### src/rtl/core/swsh_isqrt.sv
// pipelined integer square root, one root bit per stage
`default_nettype none
module swsh_isqrt #(
    parameter int IW = 32
) (
    input  wire logic            aclk,
    input  wire logic            en,
    input  wire logic [IW-1:0]   x,
    output logic      [IW/2-1:0] root
);

    localparam int RW = IW / 2;

    logic [RW+1:0] rem_reg   [RW];
    logic [RW+1:0] rem_next  [RW];
    logic [RW-1:0] root_reg  [RW];
    logic [RW-1:0] root_next [RW];
    logic [IW-1:0] x_reg     [RW];
    logic [IW-1:0] x_next    [RW];

    always_comb begin
        logic [RW+3:0] rem_t;
        logic [RW+3:0] trial;
        logic [RW+1:0] r_in;
        logic [RW-1:0] s_in;
        logic [IW-1:0] x_in;
        for (int i = 0; i < RW; i++) begin
            if (i == 0) begin
                r_in = '0;
                s_in = '0;
                x_in = x;
            end else begin
                r_in = rem_reg[i-1];
                s_in = root_reg[i-1];
                x_in = x_reg[i-1];
            end
            rem_t = {r_in, x_in[IW-1:IW-2]};
            trial = {2'b00, s_in, 2'b01};
            x_next[i] = {x_in[IW-3:0], 2'b00};
            if (rem_t >= trial) begin
                rem_next[i]  = (RW+2)'(rem_t - trial);
                root_next[i] = {s_in[RW-2:0], 1'b1};
            end else begin
                rem_next[i]  = rem_t[RW+1:0];
                root_next[i] = {s_in[RW-2:0], 1'b0};
            end
        end
    end

    always_ff @(posedge aclk) begin
        if (en) begin
            for (int i = 0; i < RW; i++) begin
                rem_reg[i]  <= rem_next[i];
                root_reg[i] <= root_next[i];
                x_reg[i]    <= x_next[i];
            end
        end
    end

    assign root = root_reg[RW-1];

endmodule
`default_nettype wire
### config.mk
export PLATFORM = sky130hd
export DESIGN_NAME = swsh_isqrt
export DESIGN_NICKNAME = d
export VERILOG_FILES = /design/src/rtl/core/swsh_isqrt.sv
export SDC_FILE = /design/constraint.sdc
export NUM_CORES = 1
export LEC_CHECK = 0
export ABC_AREA = 1
export ABC_CLOCK_PERIOD_IN_PS = 2150
export CAP_MARGIN = 25
export CORE_ASPECT_RATIO = 1.2
export CORE_UTILIZATION = 40
export CTS_BUF_LIST = sky130_fd_sc_hd__clkbuf_8 sky130_fd_sc_hd__clkbuf_16
export DETAILED_ROUTE_END_ITERATION = 10
export DONT_BUFFER_PORTS = 1
export PLACE_DENSITY = 0.64
export SLEW_MARGIN = 20
export SYNTH_ARGS = -nofsm -noshare
export SYNTH_HDL_FRONTEND = slang
export SYNTH_SLANG_ARGS = --single-unit
### constraint.sdc
create_clock -name aclk -period 2.15 [get_ports aclk]
set_clock_uncertainty 0.1 [all_clocks]
set_input_delay 0.215 -clock aclk [delete_from_list [all_inputs] [get_ports aclk]]
set_output_delay 0.215 -clock aclk [all_outputs]
set_load 0.01 [all_outputs]
==> flow_metrics.env, run 1 <==
export IMPL_synthesis_area_um2=32420
export IMPL_relSlewSlack_pct=-4.554
export IMPL_async_reset_ff_share_pct=0
export IMPL_holdBufCountCts=33
export IMPL_cts_buffers_inserted=69
export IMPL_preCtsSetupSlack_ns=-0.1631
export IMPL_muxShareOfSynthArea_pct=0
export IMPL_status="complete, but fails checks"
export IMPL_antenna_left=0
export IMPL_synth_top_family_by_area="simple AND/OR/NAND/NOR gates"
export IMPL_power_density_nw_per_um2=842.3
export IMPL_end_kind="flip-flop"
export IMPL_comb_power_share_pct=20.8
export IMPL_cts_sinks=626
export IMPL_synth_simple_area_share_pct=20.86
export IMPL_hold_ws_ns=-0.3704
export IMPL_viasPerCell=4.799
export IMPL_p_sw_mw=9.604
export IMPL_h_tree_depth=3
export IMPL_grt_usage_pct=17.67
export IMPL_drv_cap=0
export IMPL_path_max_fanout=5
export IMPL_ys_flop_type="edfxtp_1"
export IMPL_path_class="flip-flop to flip-flop"
export IMPL_cp_top_family="flip-flops"
export IMPL_largest_reg_flops=250
export IMPL_grt_ovfl_total=0
export IMPL_cp_common_cell="nand2_1"
export IMPL_drt_iter0_drc=1331
export IMPL_final_hold_violation_count=24
export IMPL_crit_slowest_cell="edfxtp_1"
export IMPL_syn_inst=3282
export IMPL_antenna_found_initial=0
export IMPL_final_cell_mix="nand2_1 (829), edfxtp_1 (626), inv_1 (449), buf_4 (415), nor2_1 (232)"
export IMPL_setup_viol=1
export IMPL_synth_net_count=3469
export IMPL_synth_edff_count=626
export IMPL_port_buffers=0
export IMPL_cts_max_path_buffers=3
export IMPL_die_area_um2=82200
export IMPL_antenna_cells=0
export IMPL_clkTransAtPathRegs_ns=0.06
export IMPL_cpPeakStageDelay_ns=0.44
export IMPL_crit_chain="ha_4 -> a21oi_2 -> nand2_1 -> a21oi_2 -> nand3_4 -> buf_4 -> buf_4 -> nand2_1 -> nand2_1"
export IMPL_worst_slack_ns=-0.009803
export IMPL_max_freq_ghz=0.4630
export IMPL_synthXorXnorAreaFrac_pct=2.675
export IMPL_leakage_nw=17.52
export IMPL_nFillCells=7215
export IMPL_fin_util_pct=51.35
export IMPL_grt_pass1_vias=22880
export IMPL_synthAdderAreaFrac_pct=5.905
export IMPL_report_final_slew_viol_count=146
export IMPL_hold_path_class="input pin to flip-flop"
export IMPL_netSwitchingFraction_pct=27.60
export IMPL_dp_hpwl_um=53360
export IMPL_num_io_pins=50
export IMPL_drive_above_1_share_pct=25.63
export IMPL_seq_area_frac_synth_pct=57.98
export IMPL_synth_compound_area_share_pct=5.982
export IMPL_initial_core_util_pct=40.30
export IMPL_rsz0062_at_grt="yes"
export IMPL_pwr_share_clk_pct=33.8
export IMPL_cp_arrival_ns=2.39
export IMPL_fin_crit_ns=2.160
export IMPL_coreArea_um2=80450
export IMPL_cts_tree="done"
export IMPL_power_frac_seq_pct=45.4
export IMPL_routed_wl_um=74810
export IMPL_fin_nets=3986
export IMPL_fin_crit_sh_pct=100.5
export IMPL_final_common_cell="nand2_1"
export IMPL_worstPathRequired_ns=2.38
export IMPL_p_int_mw=25.19
export IMPL_route_detailed_drc=0
export IMPL_ys_seq_elements=626
export IMPL_synthToLayoutAreaGrowth_pct=27.43
export IMPL_irDropWorstVdd_uv=986.5
export IMPL_grt_pass1_wl_um=114400
export IMPL_clk_latency_ns=0.62
export IMPL_total_power_mw=34.80
export IMPL_tightestPinTransition_ns=1.568
export IMPL_die_h_um=313.9
export IMPL_row_count=114
export IMPL_violations="hold timing, slew limit, setup timing"
export IMPL_clockRootBuffer="clkbuf_16"
export IMPL_path_buf_inv=2
export IMPL_vias=23490
export IMPL_grt_max_degree=627
export IMPL_tns_ns=-0.009803
export IMPL_routedWlPerCell_um=15.28
export IMPL_start_kind="flip-flop"
export IMPL_syn_avg_cell_area_um2=9.878
export IMPL_gp_congestion=0.9184
export IMPL_dr_pass1_iters=6
export IMPL_synth_cell_types=48
export IMPL_die_x_um=261.9
export IMPL_yosys_warnings=0
## synth_stat cells (5+ instances only)
master    count  area share [%]
o21ai_1      26            0.40
nand4_1      51            0.98
nor2_1      262             3.0
o21ai_0      85             1.3
ha_1        153             5.9
buf_6        17            0.59
nand2_4       6            0.21
or2_2         8            0.15
nor2_4        5            0.17
nand2_1     893              10
a21oi_1     126             1.9
nor3_1       30            0.46
nand2_2      25            0.48
o21ai_2      30            0.81
nor4_1        6            0.12
nand3_1     194             3.0
a21oi_2      41             1.1
nand3b_1     38            0.88
xnor2_1      42             1.1
nor2_2       18            0.35
inv_1       477             5.5
inv_2        10            0.12
edfxtp_1    626              58
inv_4         5           0.096
nand3_2       7            0.22
xor2_1       57             1.5
## routing by layer
metal	track usage, %	routed length [um]
met4	7.281	2652
met1	20.23	29810
met5	0	0
met3	2.467	2436
met2	32.59	39910
## cell type report
cell class	instances	area, um^2	share of cell area (%)
repair inverters	2	15.01	0.03634
repair buffers	471	3786	9.164
inverters	494	1919	4.646
flip-flops and latches	626	18800	45.50
clock inverters	52	496.7	1.202
clock buffers	71	1777	4.301
well taps	1044	1306	3.162
multi-input cells	2135	13220	31.99
## power by group through the flow
stage                     Sequential (mW)  Clock [mW]  Combinational, mW
after floorplan                      15.6           0               4.04
after global placement               15.9           0               6.16
after detailed placement             15.9           0               6.20
after CTS                            15.7        12.1               6.41
after global routing                 15.9        12.5               8.05
final                                15.8        11.8               7.23
## path summary, 6_finish.rpt
kind | endpoint | slack [ns] | start | depth (start not counted)
max | rem_reg[1][7] | -0.01 | rem_reg[0][133] | 9
min | x_reg[0][1] | -0.37 | en | 0
max reg2reg | rem_reg[1][7] | -0.01 | rem_reg[0][133] | 9
min reg2reg | x_reg[0][203] | 0.31 | x_reg[0][171] | 0
## repair_timing
item,CTS,global route
resized for setup,51,332
pin swaps,8,86
cloned,0,5
setup endpoints to repair,107,219
endpoints found under the hold margin,659,219
setup buffers,10,74
## stage by stage
stage	instance area, um^2	std cells
after floorplan	32420	3282
after global placement	36210	4650
after global routing	41310	4895
after detailed placement	36210	4650
after CTS	39200	4816
final	41310	4895
## kinds of logic after synthesis
family	count (synthesis)
flip-flops	626
XOR/XNOR	99
other	1
AND/OR/NAND/NOR	1557
adder cells (fa/ha/maj)	153
AO/OA/AOI/OAI	325
buffers and inverters	521
## worst register-to-register path: cells and delay by family, from the launching register on
kind | cells | cell delay [ns]
AOI/OAI and AO/OA | 2 | 0.35
adders and majority gates | 1 | 0.30
buffers and inverters | 2 | 0.30
DFF | 1 | 0.44
and+or+nand+nor | 4 | 0.42
No activity file was read; power rests on OpenSTA's default activity.
==> inputs of run 2 (changes only) <==
- CORE_UTILIZATION: 40 -> 58
- PLACE_DENSITY: 0.64 -> 0.84
==> run 2 against run 1 <==
Effect of this change: the flow still finishes with violations (hold timing, slew limit, setup timing); register-to-register slack worse by 0.12 ns; sequential share of layout area is 0.29 points higher; critical path depth decreased by 1; cell area fell by 0.63%; first-iteration DRC count increased by 92%; maximum frequency decreased by 5.2%; largest power group unchanged.
==> flow_metrics.env, run 2 (synthesis results as in run 1) <==
export IMPL_rsz0062_at_grt="yes"
export IMPL_max_freq_ghz=0.4389
export IMPL_reg2reg_from="root_reg[0][64]"
export IMPL_die_x_um=217.8
export IMPL_final_hold_violation_count=34
export IMPL_dp_cells=4276
export IMPL_cts_sinks=626
export IMPL_cts_max_path_buffers=3
export IMPL_h_tree_depth=3
export IMPL_synthToLayoutAreaGrowth_pct=26.63
export IMPL_cpPeakStageDelay_ns=0.43
export IMPL_setup_viol=62
export IMPL_route_detailed_drc=0
export IMPL_holdCritStartpoint="en"
export IMPL_port_buffers=0
export IMPL_irDropWorstVdd_uv=1432
export IMPL_cp_arrival_ns=2.61
export IMPL_relSlewSlack_pct=-21.62
export IMPL_crit_chain="inv_1 -> ha_4 -> o21ai_0 -> nand2_1 -> nand3_1 -> nand3b_1 -> or2_2 -> a21oi_1"
export IMPL_dr_pass1_iters=8
export IMPL_nFillCells=3379
export IMPL_violations="hold timing, slew limit, setup timing"
export IMPL_stdcell_count=4560
export IMPL_fin_nets=3978
export IMPL_final_cell_mix="nand2_1 (806), edfxtp_1 (626), inv_1 (448), buf_4 (403), nor2_1 (224)"
export IMPL_num_io_pins=50
export IMPL_status="complete, but fails checks"
export IMPL_drv_cap=0
export IMPL_antenna_cells=0
export IMPL_largest_reg_flops=250
export IMPL_fin_crit_sh_pct=106.0
export IMPL_path_max_fanout=4
export IMPL_total_power_mw=34.91
export IMPL_end_kind="flip-flop"
export IMPL_die_h_um=261.0
export IMPL_power_density_nw_per_um2=850.5
export IMPL_worstPathRequired_ns=2.48
export IMPL_drive_above_1_share_pct=26.54
export IMPL_vias=25680
export IMPL_routedWlPerCell_um=18.78
export IMPL_grt_usage_pct=26.66
export IMPL_hold_path_class="input pin to flip-flop"
export IMPL_initial_core_util_pct=58.90
export IMPL_cp_startpoint="root_reg[0][64]"
export IMPL_tightestPinTransition_ns=1.824
export IMPL_leakage_nw=17.58
export IMPL_report_final_slew_viol_count=320
export IMPL_cts_tree="done"
export IMPL_grt_ovfl_total=0
export IMPL_routed_wl_um=85610
export IMPL_row_count=94
export IMPL_final_common_cell="nand2_1"
export IMPL_die_area_um2=56850
export IMPL_viasPerCell=5.632
export IMPL_dp_hpwl_um=52140
export IMPL_drt_iter0_drc=2556
export IMPL_gp_congestion=0.9459
export IMPL_clockRootBuffer="clkbuf_16"
export IMPL_antenna_left=0
export IMPL_clk_latency_ns=0.63
export IMPL_path_class="flip-flop to flip-flop"
export IMPL_preCtsSetupSlack_ns=-0.1940
export IMPL_cts_buffers_inserted=66
export IMPL_fin_crit_ns=2.278
export IMPL_start_kind="flip-flop"
export IMPL_antenna_found_initial=0
export IMPL_coreArea_um2=55040
export IMPL_holdBufCountCts=33
export IMPL_hold_ws_ns=-0.3877
export IMPL_grt_pass1_vias=23820
export IMPL_crit_slowest_cell="edfxtp_1"
export IMPL_worst_slack_ns=-0.1282
export IMPL_clkTransAtPathRegs_ns=0.06
export IMPL_grt_max_degree=627
export IMPL_grt_pass1_wl_um=118400
-- run 2: critical path: cells and delay by family (launching register included) --
kind / cells / cell delay (ns)
flip-flops: 1 / 0.43
buffers and inverters: 1 / 0.14
AO/OA/AOI/OAI: 2 / 0.35
AND/OR/NAND/NOR: 4 / 0.82
adder cells (fa/ha/maj): 1 / 0.23
-- run 2: through the flow --
| step | cell area (um^2) | util (%) | TNS, ns |
|---|---|---|---|
| floorplan | 32420 | - | 0 |
| global placement | 35440 | 64.38 | -2.536 |
| detailed placement | 35440 | 64.38 | -4.565 |
| CTS | 38270 | 69.52 | 0 |
| global route | 41050 | 74.58 | -9.555 |
| finish | 41050 | 74.58 | -2.471 |
-- run 2: worst paths after layout --
kind,end,cells past startpoint,slack (ns)
setup / recovery,rem_reg[0][105],8,-0.13
hold / removal,x_reg[0][2],0,-0.39
setup reg to reg,rem_reg[0][105],8,-0.13
hold reg to reg,x_reg[1][58],0,0.31
-- run 2: routing by layer --
layer	vias to the layer above	GRT usage [%]	share of wire, %
met5	-	0	0
met4	0	12.78	5.9
met3	404	3.856	6.2
met2	1300	50.21	52
met1	11980	29.28	36
li1	11990	-	-
-- run 2: area by class of cell --
type                    instances  area, um^2  share of cell area, %
multi-input cells            2136       13460                  32.79
clock buffers                  67        1677                  4.084
clock inverters                50       464.2                  1.131
inverters                     494        1899                  4.627
repair buffers                466        3842                  9.360
well taps                     720       900.9                  2.194
flip-flops and latches        626       18800                  45.79
repair inverters                1       8.758                0.02133
-- run 2: timing repair --
item / CTS / global route
resized for setup: 44 / 396
hold endpoints to repair: 659 / 266
pin swaps: 3 / 103
buffers inserted: 14 / 112
cloned: 0 / 8
endpoints found under the setup margin: 121 / 238
-- run 2: power breakdown --
group	switching [mW]	internal (mW)	leakage (nW)	total, mW
Sequential	0.914	15.0	5.99	15.9
Clock	4.96	6.47	1.08	11.4
Combinational	4.21	3.39	10.5	7.60
Total	10.1	24.8	17.6	34.9
